### src/rtl/core/c2s_pkg.sv
// Shared constants, types and tables for the Cartesian to spherical converter.
// Holds the rotation angle table, the constant rotation gain and the stage data
// types. Depends on nothing.
package c2s_pkg;

    localparam int COORD_WIDTH     = 24;
    localparam int ANGLE_WIDTH     = 16;
    localparam int ROTATION_STAGES = 16;

    localparam int GUARD_BITS  = 16;
    localparam int TABLE_LEN   = 24;
    localparam int STAGE_COUNT = (ROTATION_STAGES > TABLE_LEN) ? TABLE_LEN : ROTATION_STAGES;
    localparam int IDX_W       = $clog2(TABLE_LEN);

    // Angles travel as turns scaled by 2^32
    localparam int TURN_W   = 33;
    localparam int CORDIC_W = COORD_WIDTH + GUARD_BITS + 5;
    localparam int MAG_W    = COORD_WIDTH;
    localparam int RAD_W    = 2 * COORD_WIDTH;
    localparam int ROOT_W   = COORD_WIDTH;
    localparam int REM_W    = ROOT_W + 1;

    localparam int GAIN_W    = 32;
    localparam int GAIN_FRAC = 30;
    localparam int PROD_W    = MAG_W + GAIN_W;
    localparam int ZS_SHIFT  = GAIN_FRAC - GUARD_BITS;
    localparam int ZS_W      = PROD_W - ZS_SHIFT;

    localparam int ANGLE_SHIFT = 32 - ANGLE_WIDTH;

    typedef logic        [IDX_W-1:0]       idx_t;
    typedef logic signed [COORD_WIDTH-1:0] coord_t;
    typedef logic        [MAG_W-1:0]       mag_t;
    typedef logic        [RAD_W-1:0]       rad_t;
    typedef logic        [ROOT_W-1:0]      root_t;
    typedef logic        [REM_W-1:0]       rem_t;
    typedef logic        [ANGLE_WIDTH-1:0] angle_t;
    typedef logic signed [TURN_W-1:0]      turn_t;
    typedef logic        [TURN_W:0]        turn_u_t;
    typedef logic signed [CORDIC_W-1:0]    cdata_t;
    typedef logic        [GAIN_W-1:0]      gain_t;
    typedef logic        [PROD_W-1:0]      prod_t;
    typedef logic        [ZS_W-1:0]        zs_t;

    localparam turn_u_t QUARTER_TURN = turn_u_t'(64'd1 << 30);
    localparam turn_u_t HALF_TURN    = turn_u_t'(64'd1 << 31);
    localparam turn_u_t FULL_TURN    = turn_u_t'(64'd1 << 32);
    localparam turn_u_t ANGLE_ROUND  = turn_u_t'(64'd1 << (ANGLE_SHIFT - 1));
    localparam prod_t   ZS_ROUND     = prod_t'(64'd1 << (ZS_SHIFT - 1));

    // floor(atan(2^-i) / (2 pi) * 2^32)
    localparam logic [31:0] ATAN_TURNS [TABLE_LEN] = '{
        32'd536870912, 32'd316933405, 32'd167458907, 32'd85004756,
        32'd42667331,  32'd21354465,  32'd10679838,  32'd5340245,
        32'd2670163,   32'd1335086,   32'd667544,    32'd333772,
        32'd166886,    32'd83443,     32'd41721,     32'd20860,
        32'd10430,     32'd5215,      32'd2607,      32'd1303,
        32'd651,       32'd325,       32'd162,       32'd81
    };

    typedef struct packed {
        logic signed [CORDIC_W-1:0] x;
        logic signed [CORDIC_W-1:0] y;
        logic signed [TURN_W-1:0]   ang;
    } cordic_vec_t;

    typedef struct packed {
        logic [RAD_W-1:0]  rad;
        logic [REM_W-1:0]  rem;
        logic [ROOT_W-1:0] root;
    } sqrt_vec_t;

    // Elaboration-time integer square root
    function automatic logic [63:0] isqrt64(input logic [63:0] n);
        logic [63:0] rest;
        logic [63:0] res;
        logic [63:0] bit_w;
        rest  = n;
        res   = '0;
        bit_w = 64'd1 << 62;
        for (int k = 0; k < 32; k++)
        begin
            if (rest >= res + bit_w)
            begin
                rest = rest - (res + bit_w);
                res  = (res >> 1) + bit_w;
            end
            else
            begin
                res = res >> 1;
            end
            bit_w = bit_w >> 2;
        end
        return res;
    endfunction

    // Product of the stage gains squared, truncated in Q30, then square-rooted
    function automatic logic [63:0] calc_gain_q30();
        logic [63:0] p;
        p = 64'd1 << 30;
        for (int i = 0; i < STAGE_COUNT; i++)
        begin
            p = p + (p >> (2 * i));
        end
        return isqrt64(p << 30);
    endfunction

    localparam gain_t GAIN_Q30 = gain_t'(calc_gain_q30());

endpackage

### src/rtl/core/c2s_sqrt_cell.sv
// One digit of a restoring integer square root: takes two radicand bits,
// yields one root bit and the running remainder, registered. Depends on c2s_pkg.
module c2s_sqrt_cell (
    input  logic                clk,
    input  logic                en,
    input  c2s_pkg::sqrt_vec_t  vec_in,
    output c2s_pkg::sqrt_vec_t  vec_out
);

    logic [c2s_pkg::REM_W+1:0] cur;
    logic [c2s_pkg::REM_W+1:0] trial;
    c2s_pkg::sqrt_vec_t        vec_reg;
    c2s_pkg::sqrt_vec_t        vec_next;

    always_comb
    begin
        cur          = {vec_in.rem, vec_in.rad[c2s_pkg::RAD_W-1 -: 2]};
        trial        = {1'b0, vec_in.root, 2'b01};
        vec_next.rad = {vec_in.rad[c2s_pkg::RAD_W-3:0], 2'b00};
        if (cur >= trial)
        begin
            vec_next.rem  = c2s_pkg::rem_t'(cur - trial);
            vec_next.root = {vec_in.root[c2s_pkg::ROOT_W-2:0], 1'b1};
        end
        else
        begin
            vec_next.rem  = c2s_pkg::rem_t'(cur);
            vec_next.root = {vec_in.root[c2s_pkg::ROOT_W-2:0], 1'b0};
        end
    end

    always_ff @(posedge clk)
    begin
        if (en)
        begin
            vec_reg <= vec_next;
        end
    end

    assign vec_out = vec_reg;

endmodule

### config.mk
export PLATFORM = sky130hd
export DESIGN_NAME = c2s_sqrt_cell
export DESIGN_NICKNAME = d
export VERILOG_FILES = /design/src/rtl/core/c2s_pkg.sv /design/src/rtl/core/c2s_sqrt_cell.sv
export SDC_FILE = /design/constraint.sdc
export NUM_CORES = 1
export LEC_CHECK = 0
export BUFFER_PORTS_ARGS = -buffer_cell sky130_fd_sc_hd__buf_4
export CORE_MARGIN = 3
export CORE_UTILIZATION = 44
export DETAILED_ROUTE_END_ITERATION = 8
export PLACE_DENSITY_LB_ADDON = 0.08
export SLEW_MARGIN = 25
export SYNTH_ARGS = -nofsm -noshare
export SYNTH_HDL_FRONTEND = slang
export SYNTH_SLANG_ARGS = --single-unit
### constraint.sdc
create_clock -name clk -period 3 [get_ports clk]
set_clock_uncertainty 0.15 [all_clocks]
set_input_delay 0.6 -clock clk [delete_from_list [all_inputs] [get_ports clk]]
set_output_delay 0.6 -clock clk [all_outputs]
set_load 0.01 [all_outputs]
==> results.py <==
metrics = {
    "run_status": {
        "status": "completed",
    },
    "min_path": {
        "hold_start": "vec_in[91]",
        "hold_path_depth": 1,
        "hold_path_end": "vec_out[93]$_DFFE_PP_",
        "hp-class": "primary input to flop",
    },
    "floorplanning": {
        "placementRows": 37,
        "ios": 196,
        "die_x_um": 110.5,
        "die_y_um": 110.5,
        "initial_core_util": 0.4591,
        "coreArea_mm2": 0.01046,
        "dieArea_mm2": 0.01221,
    },
    "finish": {
        "nets": 723,
        "multi_input_area_mm2": 0.001713,
        "nFillCells": 824,
        "final_util": 0.6599,
        "stdcell_area_mm2": 0.006904,
        "diodes": 0,
        "regArea_mm2": 0.002853,
        "final_common_cell": "buf_4",
        "largest_reg_flops": 95,
        "layout_common_cells": "buf_4, edfxtp_1, inv_1",
        "drive_gt1_frac": 0.4610,
        "area_delta_synth_final_pct": 43.74,
        "stdcell_count": 739,
    },
    "global_routing": {
        "grt_pass1_wl_mm": 19.40,
        "grt_max_degree": 61,
        "grt_pass1_vias": 3860,
        "grt-ovfl-total": 0,
        "grt_usage": 0.1964,
        "antenna_found_initial": 0,
    },
    "timing": {
        "slew_violations": 0,
        "hold_viol_final": 0,
        "fin_crit_sh": 0.9421,
        "setup_viol": 0,
        "rsz0062_at_grt": "no",
        "period_needed_ps": 2826,
        "max_freq_ghz": 0.3538,
    },
    "detailed_routing": {
        "drt-pass1-iter-count": 4,
        "routed_wl_mm": 11.93,
        "drc": 0,
        "drt_iter0_drc": 197,
        "routed_via_density": 5.011,
        "vias": 3703,
        "ant_nets": 0,
        "detail_route.wl_per_cell_um": 16.15,
    },
    "logic_synthesis": {
        "ys_warn_count": 0,
        "synth_area_per_cell_um2": 13.23,
        "yosysTopAreaCell": "edfxtp_1",
        "ys_seq_area_frac": 0.5939,
        "synth_top_area_frac": 0.5939,
        "synth_ff_type": "edfxtp_1",
        "postSynthCellCount": 363,
        "synth_seq_cells": 95,
        "synth-edff-count": 95,
        "yosys.cell_types.count": 56,
        "syn_area_mm2": 0.004803,
        "synth_area_leaders": "edfxtp_1, ha_1, mux2_4, inv_1, a21oi_1",
        "synth-async-reset-ratio": 0,
    },
    "power": {
        "vdd_drop_max_uv": 283.0,
        "p_total_mw": 3.441,
        "power_leakage_nw": 3.103,
        "power_density_mw_per_mm2": 498.4,
    },
    "clocking": {
        "clockBufferDepth": 2,
        "post_cts_buffers": 0,
        "clk_pin_slew_ps": 100,
        "tritoncts": "done",
        "cts_hold_buf": 0,
        "clock_sinks": 95,
        "cts_buffers": 9,
        "cts.root.buffer_cell": "clkbuf_8",
        "htree_levels": 3,
    },
    "worst_setup_path": {
        "crit_chain": "buf_4 > inv_1 > ha_1 > buf_4 > o21a_1 > o31a_1 > o41a_1 > nor2_4 > buf_4 > o21ai_0 > a311oi_1 > mux2_4",
        "crit_family": "compound AO/OA/AOI/OAI gates",
        "crit_slowest_cell": "ha_1",
        "critPathRequiredTime_ps": 3100,
        "path_depth": 12,
        "cp_common_cell": "buf_4",
        "max_stage_delay_ps": 390,
        "path_class": "primary input to flop",
        "crit_fanout": 6,
        "cp_num_buf_inv": 4,
        "crit_path_end_kind": "flop",
        "cp-start-kind": "primary input",
        "arrival_ps": 2930,
    },
    "placed_design": {
        "placed_cell_area_mm2": 0.006705,
        "port_buffers": 193,
        "hpwlAfterDp_mm": 9.515,
        "placed_cells": 723,
        "place_congestion": 0.9190,
    },
    "job": {
        "cap_viol_max_count": 0,
    },
}
[logic make-up (layout without fill, tap and decap cells)]
logic type | after synthesis | count (layout) | synth area share
multiplexers | 23 | 23 | 0.06486
flip-flops | 95 | 95 | 0.5939
buffers and inverters | 55 | 294 | 0.05131
AO/OA/AOI/OAI | 92 | 92 | 0.1334
AND/OR/NAND/NOR | 53 | 53 | 0.05523
XOR/XNOR | 18 | 18 | 0.03282
adder cells (fa/ha/maj) | 26 | 26 | 0.06773
other | 1 | 2 | 0.0007807
[cell usage after synthesis (all sizes together), types with 4 or more instances]
cell	n
edfxtp	95
o21ai	12
a21oi	31
xnor2	13
xor2	5
buf	8
a211oi	4
inv	40
nand4	7
a21o	4
ha	26
nand3	5
o211ai	8
o21bai	4
mux2	20
nor2	14
o21a	8
nand2	12
clkbuf	7
[timing repair]
action / in CTS / in global routing
endpoints found under the setup margin: 0 / 1
endpoints found under the hold margin: 0 / 0
resized for setup: 0 / 1
[worst max-delay path by stage]
stage | to | from | slack, ps
6_report | vec_out[46]$_DFFE_PP_ | vec_in[1] | 170
5_1_grt | vec_out[46]$_DFFE_PP_ | vec_in[1] | 60
4_1_cts | vec_out[46]$_DFFE_PP_ | vec_in[1] | 100
3_5_place_dp | vec_out[46]$_DFFE_PP_ | vec_in[1] | -270
3_3_place_gp | vec_out[46]$_DFFE_PP_ | vec_in[1] | -220
2_1_floorplan | vec_out[30]$_DFFE_PP_ | vec_in[8] | 80
[through the flow]
step | TNS (ps) | hold slack [ps] | setup WS, ps
floorplan | 0 | 548.9 | 75.34
global placement | -2066 | 628.5 | -223.4
detailed placement | -3383 | 629.4 | -272.3
CTS | 0 | 232.3 | 99.45
global route | 0 | 225.0 | 58.75
finish | 0 | 251.0 | 173.6
[power breakdown]
part           switching, mW  total, mW  internal, mW
Clock                  0.460      0.849         0.389
Combinational          0.425      0.938         0.513
Sequential            0.0354       1.65          1.62
Total                  0.920       3.44          2.52
[final cells by class]
class                           instances  share of cell area
Clock inverter                          6            0.009605
Timing Repair Buffer                  238              0.2642
Inverter                               40             0.02175
Sequential cell                        95              0.4132
Multi-Input combinational cell        214              0.2481
Tap cell                              136             0.02465
Clock buffer                           10             0.01848
[metal layers]
layer	GRT usage	vias to the layer above	wire length, um
li1	-	1831	-
met3	0.04822	8	804
met1	0.2488	1711	5115
met4	0.05501	0	131
met5	0	-	0
met2	0.3350	153	5880
(Power assumes the default switching activity.)
