### src/rtl/core/c2s_pkg.sv
// Shared constants, types and tables for the Cartesian to spherical converter.
// Holds the rotation angle table, the constant rotation gain and the stage data
// types. Depends on nothing.
package c2s_pkg;

    localparam int COORD_WIDTH     = 24;
    localparam int ANGLE_WIDTH     = 16;
    localparam int ROTATION_STAGES = 16;

    localparam int GUARD_BITS  = 16;
    localparam int TABLE_LEN   = 24;
    localparam int STAGE_COUNT = (ROTATION_STAGES > TABLE_LEN) ? TABLE_LEN : ROTATION_STAGES;
    localparam int IDX_W       = $clog2(TABLE_LEN);

    // Angles travel as turns scaled by 2^32
    localparam int TURN_W   = 33;
    localparam int CORDIC_W = COORD_WIDTH + GUARD_BITS + 5;
    localparam int MAG_W    = COORD_WIDTH;
    localparam int RAD_W    = 2 * COORD_WIDTH;
    localparam int ROOT_W   = COORD_WIDTH;
    localparam int REM_W    = ROOT_W + 1;

    localparam int GAIN_W    = 32;
    localparam int GAIN_FRAC = 30;
    localparam int PROD_W    = MAG_W + GAIN_W;
    localparam int ZS_SHIFT  = GAIN_FRAC - GUARD_BITS;
    localparam int ZS_W      = PROD_W - ZS_SHIFT;

    localparam int ANGLE_SHIFT = 32 - ANGLE_WIDTH;

    typedef logic        [IDX_W-1:0]       idx_t;
    typedef logic signed [COORD_WIDTH-1:0] coord_t;
    typedef logic        [MAG_W-1:0]       mag_t;
    typedef logic        [RAD_W-1:0]       rad_t;
    typedef logic        [ROOT_W-1:0]      root_t;
    typedef logic        [REM_W-1:0]       rem_t;
    typedef logic        [ANGLE_WIDTH-1:0] angle_t;
    typedef logic signed [TURN_W-1:0]      turn_t;
    typedef logic        [TURN_W:0]        turn_u_t;
    typedef logic signed [CORDIC_W-1:0]    cdata_t;
    typedef logic        [GAIN_W-1:0]      gain_t;
    typedef logic        [PROD_W-1:0]      prod_t;
    typedef logic        [ZS_W-1:0]        zs_t;

    localparam turn_u_t QUARTER_TURN = turn_u_t'(64'd1 << 30);
    localparam turn_u_t HALF_TURN    = turn_u_t'(64'd1 << 31);
    localparam turn_u_t FULL_TURN    = turn_u_t'(64'd1 << 32);
    localparam turn_u_t ANGLE_ROUND  = turn_u_t'(64'd1 << (ANGLE_SHIFT - 1));
    localparam prod_t   ZS_ROUND     = prod_t'(64'd1 << (ZS_SHIFT - 1));

    // floor(atan(2^-i) / (2 pi) * 2^32)
    localparam logic [31:0] ATAN_TURNS [TABLE_LEN] = '{
        32'd536870912, 32'd316933405, 32'd167458907, 32'd85004756,
        32'd42667331,  32'd21354465,  32'd10679838,  32'd5340245,
        32'd2670163,   32'd1335086,   32'd667544,    32'd333772,
        32'd166886,    32'd83443,     32'd41721,     32'd20860,
        32'd10430,     32'd5215,      32'd2607,      32'd1303,
        32'd651,       32'd325,       32'd162,       32'd81
    };

    typedef struct packed {
        logic signed [CORDIC_W-1:0] x;
        logic signed [CORDIC_W-1:0] y;
        logic signed [TURN_W-1:0]   ang;
    } cordic_vec_t;

    typedef struct packed {
        logic [RAD_W-1:0]  rad;
        logic [REM_W-1:0]  rem;
        logic [ROOT_W-1:0] root;
    } sqrt_vec_t;

    // Elaboration-time integer square root
    function automatic logic [63:0] isqrt64(input logic [63:0] n);
        logic [63:0] rest;
        logic [63:0] res;
        logic [63:0] bit_w;
        rest  = n;
        res   = '0;
        bit_w = 64'd1 << 62;
        for (int k = 0; k < 32; k++)
        begin
            if (rest >= res + bit_w)
            begin
                rest = rest - (res + bit_w);
                res  = (res >> 1) + bit_w;
            end
            else
            begin
                res = res >> 1;
            end
            bit_w = bit_w >> 2;
        end
        return res;
    endfunction

    // Product of the stage gains squared, truncated in Q30, then square-rooted
    function automatic logic [63:0] calc_gain_q30();
        logic [63:0] p;
        p = 64'd1 << 30;
        for (int i = 0; i < STAGE_COUNT; i++)
        begin
            p = p + (p >> (2 * i));
        end
        return isqrt64(p << 30);
    endfunction

    localparam gain_t GAIN_Q30 = gain_t'(calc_gain_q30());

endpackage

### src/rtl/core/c2s_cordic_cell.sv
// One vectoring rotation cell: a shift-add micro-rotation plus angle update,
// registered. Depends on c2s_pkg.
module c2s_cordic_cell (
    input  logic                  clk,
    input  logic                  en,
    input  c2s_pkg::idx_t         idx,
    input  c2s_pkg::cordic_vec_t  vec_in,
    output c2s_pkg::cordic_vec_t  vec_out
);

    c2s_pkg::cdata_t      x_in;
    c2s_pkg::cdata_t      y_in;
    c2s_pkg::cdata_t      dx;
    c2s_pkg::cdata_t      dy;
    c2s_pkg::turn_t       step;
    c2s_pkg::cordic_vec_t vec_reg;
    c2s_pkg::cordic_vec_t vec_next;

    always_comb
    begin
        x_in = vec_in.x;
        y_in = vec_in.y;
        dx   = y_in >>> idx;
        dy   = x_in >>> idx;
        step = c2s_pkg::turn_t'(c2s_pkg::ATAN_TURNS[idx]);
        // rotate towards the x axis; a zero y counts as above it
        if (!y_in[c2s_pkg::CORDIC_W-1])
        begin
            vec_next.x   = x_in + dx;
            vec_next.y   = y_in - dy;
            vec_next.ang = vec_in.ang + step;
        end
        else
        begin
            vec_next.x   = x_in - dx;
            vec_next.y   = y_in + dy;
            vec_next.ang = vec_in.ang - step;
        end
    end

    always_ff @(posedge clk)
    begin
        if (en)
        begin
            vec_reg <= vec_next;
        end
    end

    assign vec_out = vec_reg;

endmodule

### config.mk
export PLATFORM = sky130hd
export DESIGN_NAME = c2s_cordic_cell
export DESIGN_NICKNAME = d
export VERILOG_FILES = /design/src/rtl/core/c2s_pkg.sv /design/src/rtl/core/c2s_cordic_cell.sv
export SDC_FILE = /design/constraint.sdc
export NUM_CORES = 1
export LEC_CHECK = 0
export BUFFER_PORTS_ARGS = -buffer_cell sky130_fd_sc_hd__buf_2
export CORE_AREA = 5 5 244 246
export CTS_BUF_LIST = sky130_fd_sc_hd__clkbuf_4 sky130_fd_sc_hd__clkbuf_8 sky130_fd_sc_hd__clkbuf_16
export DETAILED_ROUTE_END_ITERATION = 10
export DIE_AREA = 0 0 249 251
export GPL_ROUTABILITY_DRIVEN = 0
export HOLD_SLACK_MARGIN = 0.06
export SLEW_MARGIN = 30
export SYNTH_ARGS = -nofsm -noshare
export SYNTH_HDL_FRONTEND = slang
export SYNTH_SLANG_ARGS = --single-unit
### constraint.sdc
create_clock -name clk -period 10.3 [get_ports clk]
set_clock_uncertainty 0.1 [all_clocks]
set_input_delay 1.03 -clock clk [delete_from_list [all_inputs] [get_ports clk]]
set_output_delay 1.03 -clock clk [all_outputs]
set_load 0.05 [all_outputs]
==> impl_summary.log <==
[metrics] run status: completed
[metrics] CTS tree: built
[metrics] maximum frequency from static timing analysis: 122.3 MHz
[metrics] power density cells: 160.3 nW/um2
[metrics] number of antenna violations at the first check in global routing: 6
[metrics] Die Area: 62500 um2
[metrics] switching share of total power: 48.53%
[metrics] core area: 57140 um2
[metrics] height of the die: 251 um
[metrics] WL per Instance: 23.44 um
[metrics] fraction of synthesis flops using an asynchronous set or reset pin: 0%
[metrics] number of nets in the final layout: 2674
[metrics] non-filler cells, final: 3182
[metrics] largest family of logic cells by synthesized area: compound AO/OA/AOI/OAI gates
[metrics] cell area after synthesis: 19750 um2
[metrics] met3 WL post-DR: 7482 um
[metrics] post-synthesis share of cell area spent on full adders, half adders and majority gates: 9.237%
[metrics] path category of the worst min-delay check: input pin to flop
[metrics] vias per std cell: 6.148
[metrics] largest net degree at the start of global routing: 95
[metrics] Final Instance Area: 22100 um2
[metrics] startpoint of the worst hold path: vec_in[33]
[metrics] cell internal pwr: 1.823 mW
[metrics] max-capacitance violation count: 0
[metrics] Unique masters post-synth: 92
[metrics] commonest register cell after synthesis: edfxtp_1
[metrics] Setup CP Type: input pin to flop
[metrics] number of I/O port buffers: 252
[metrics] 1st-pass router iterations: 6
[metrics] met2 routed wirelength: 33260 um
[metrics] CTS clk-pin slew, worst paths: 60 ps
[metrics] Warnings, synthesis: 0
[metrics] top routing layer in use: met5
[metrics] share of the synthesized area in compound gates (AO/OA/AOI/OAI): 21.43%
[metrics] NetSw: 1.719 mW
[metrics] global-route wire length before repair: 111800 um
[metrics] Final Max Slew Viols: 0
[metrics] multiplexer fraction of the synthesized cell area: 21.06%
[metrics] via count: 19560
[metrics] gate family responsible for the most delay along the worst path: compound AO/OA/AOI/OAI gates
[metrics] share of total power in sequential cells: 22.3%
[metrics] Static Leak: 9.096 nW
[metrics] initial standard-cell utilization of the core: 34.56%
[metrics] number of failing hold endpoints at the final stage: 0
[metrics] worst vdd ir: 0.0001363 V
[metrics] final HPWL from detailed placement: 57440 um
[metrics] # IOs: 253
[metrics] Buf+Inv Stages, Crit Path: 3
[metrics] root buffer cell: clkbuf_16
[metrics] instance area after placement: 21490 um2
[metrics] Clock Power Share: 18.0%
[metrics] Cells after DPL: 3146
[metrics] number of global-route vias before repair: 18600
[metrics] post-synthesis xor/xnor area fraction: 9.002%
[metrics] most used cells in the layout excluding fill and tap cells: buf_2, a21oi_1, nand2_1
[metrics] filler cell count: 5801
[metrics] required time at the endpoint of the critical path: 10420 ps
[metrics] synthesized-area fraction occupied by and/or/nand/nor cells: 15.95%
[metrics] pin slew with the least headroom to its limit: 934.4 ps
[metrics] critical path fanouts, max: 51
[metrics] GRT Util Overall: 22.67%
[metrics] leftover overflow at the end of global routing: 0
[metrics] number of buffers between clock root and the deepest sink: 2
[metrics] type of element capturing the critical path: flop
[metrics] final worst path period need: 8176 ps
[metrics] cell row count: 88
[metrics] number of routed nets with antenna violations: 0
[metrics] setup total negative slack: 0 ps
[metrics] clock net sink count: 123
[metrics] WHS Endpoint: vec_out[33]
[metrics] Slowest cell on crit path: a221oi_1
[metrics] Post CTS Setup Buffer Count: 0
[metrics] sequential share of the synthesized area: 18.70%
[metrics] die width: 249 um
[metrics] Resize count post-CTS: 0
[metrics] startpoint class of the critical path: input pin
[metrics] most frequent standard cell in the layout excluding fill and tap cells: buf_2
[metrics] fraction of power consumed by combinational cells: 59.7%
[metrics] number of H-tree levels: 4
[metrics] WHS: 783.5 ps
[metrics] Mapped Nets: 2512
[metrics] Initial DRC Count: 2487
[metrics] delay contributed by the slowest stage of the critical path: 810 ps
[metrics] WHS Path Cells: 2
[metrics] fraction of layout instances using a drive strength above 1: 20.10%
[metrics] cell count after synthesis: 2238
[metrics] number of hold-repair buffers added at the cts stage: 0
[metrics] area grow syn2layout: 11.91%
[metrics] arrival time at the worst endpoint: 8300 ps
[metrics] final critical-path share of the clock period: 79.38%
[metrics] average cell area after synthesis: 8.825 um2
[metrics] routed length on met1: 30700 um
[metrics] relative slew slack: 36.10%
[metrics] number of synthesized flops with an enable pin: 123
[metrics] unrepaired setup endpoints after global routing: false
[metrics] final setup violation count: 0
[metrics] number of buffers created by CTS: 17
[metrics] Final Routed Wirelength: 74600 um
[metrics] worst path cell trace: buf_4 -> inv_2 -> buf_4 -> mux4_2 -> mux2_2 -> a222oi_1 -> or4b_1 -> nor4_4 -> nor2b_1 -> nor2_1 -> xnor2_1 -> ha_1 -> a21o_1 -> a21o_1 -> a221oi_1 -> o2111a_1 -> o41ai_1 -> a221o_1 -> a221oi_1 -> xnor2_1
[metrics] #FFs+latches synth: 123
[metrics] DRC violations left: 0
[metrics] max FFs per register: 123
-- synthesized netlist by cell type, types with 62 or more instances --
cell,number,area [um2]
ha_1,141,1764
xor2_1,86,753.2
xnor2_1,117,1025
a21o_1,66,495.5
o21ai_0,122,610.6
edfxtp_1,123,3694
nor2_1,191,716.9
inv_1,62,232.7
mux2i_1,90,900.9
a21oi_1,209,1046
nand2_1,205,769.5
mux4_2,107,2410
-- power groups by stage --
stage | clock (mW) | combinational, mW | sequential, mW
floorplan | 0 | 1.09 | 1.28
global placement | 0 | 2.06 | 0.801
detailed placement | 0 | 2.08 | 0.802
CTS | 0.662 | 2.09 | 0.795
global route | 0.681 | 2.26 | 0.806
finish | 0.637 | 2.12 | 0.790
-- layout make-up --
| class | count | area, um2 | share of cell area (%) |
|---|---|---|---|
| timing repair buffer | 272 | 1449 | 6.555 |
| tap | 765 | 957.2 | 4.331 |
| clock inverter | 14 | 168.9 | 0.7642 |
| antenna | 4 | 10.01 | 0.04529 |
| sequential | 123 | 3694 | 16.71 |
| multi-input combinational | 1920 | 15140 | 68.51 |
| clock buffer | 18 | 432.9 | 1.959 |
| inverter | 66 | 247.7 | 1.121 |
-- how the worst max path moves through the flow --
stage	start	to	slack, ps	cells after the start
final	idx[1]	vec_out[122]	2120	20
after global routing	idx[3]	vec_out[122]	1810	21
after CTS	idx[2]	vec_out[122]	2300	20
after detailed placement	idx[1]	vec_out[122]	1790	20
after global placement	idx[1]	vec_out[122]	1880	20
after floorplan	idx[4]	vec_out[121]	2620	31
-- metal layers --
metal,GRT usage (%),vias to the layer above
li1,-,8846
met4,9.049,4
met3,5.442,194
met2,35.73,1231
met5,0,-
met1,30.17,9287
-- cells by family (layout without fill, tap and decap cells) --
logic type                 after synthesis  after routing
AOI/OAI and AO/OA                      665            665
xor gates and xnor gates               203            203
adders and majority gates              144            144
buffers and inverters                  195            370
DFF                                    123            123
muxes                                  255            255
other                                    0              4
and+or+nand+nor                        653            653
-- per-stage QoR --
step | power (mW) | utilization [%] | setup slack [ps]
floorplan | 2.364 | - | 2618
global placement | 2.866 | 37.60 | 1882
detailed placement | 2.881 | 37.60 | 1793
CTS | 3.551 | 38.65 | 2303
global route | 3.744 | 38.67 | 1811
finish | 3.542 | 38.68 | 2124
Note: power is estimated with default switching activity, not from simulation.
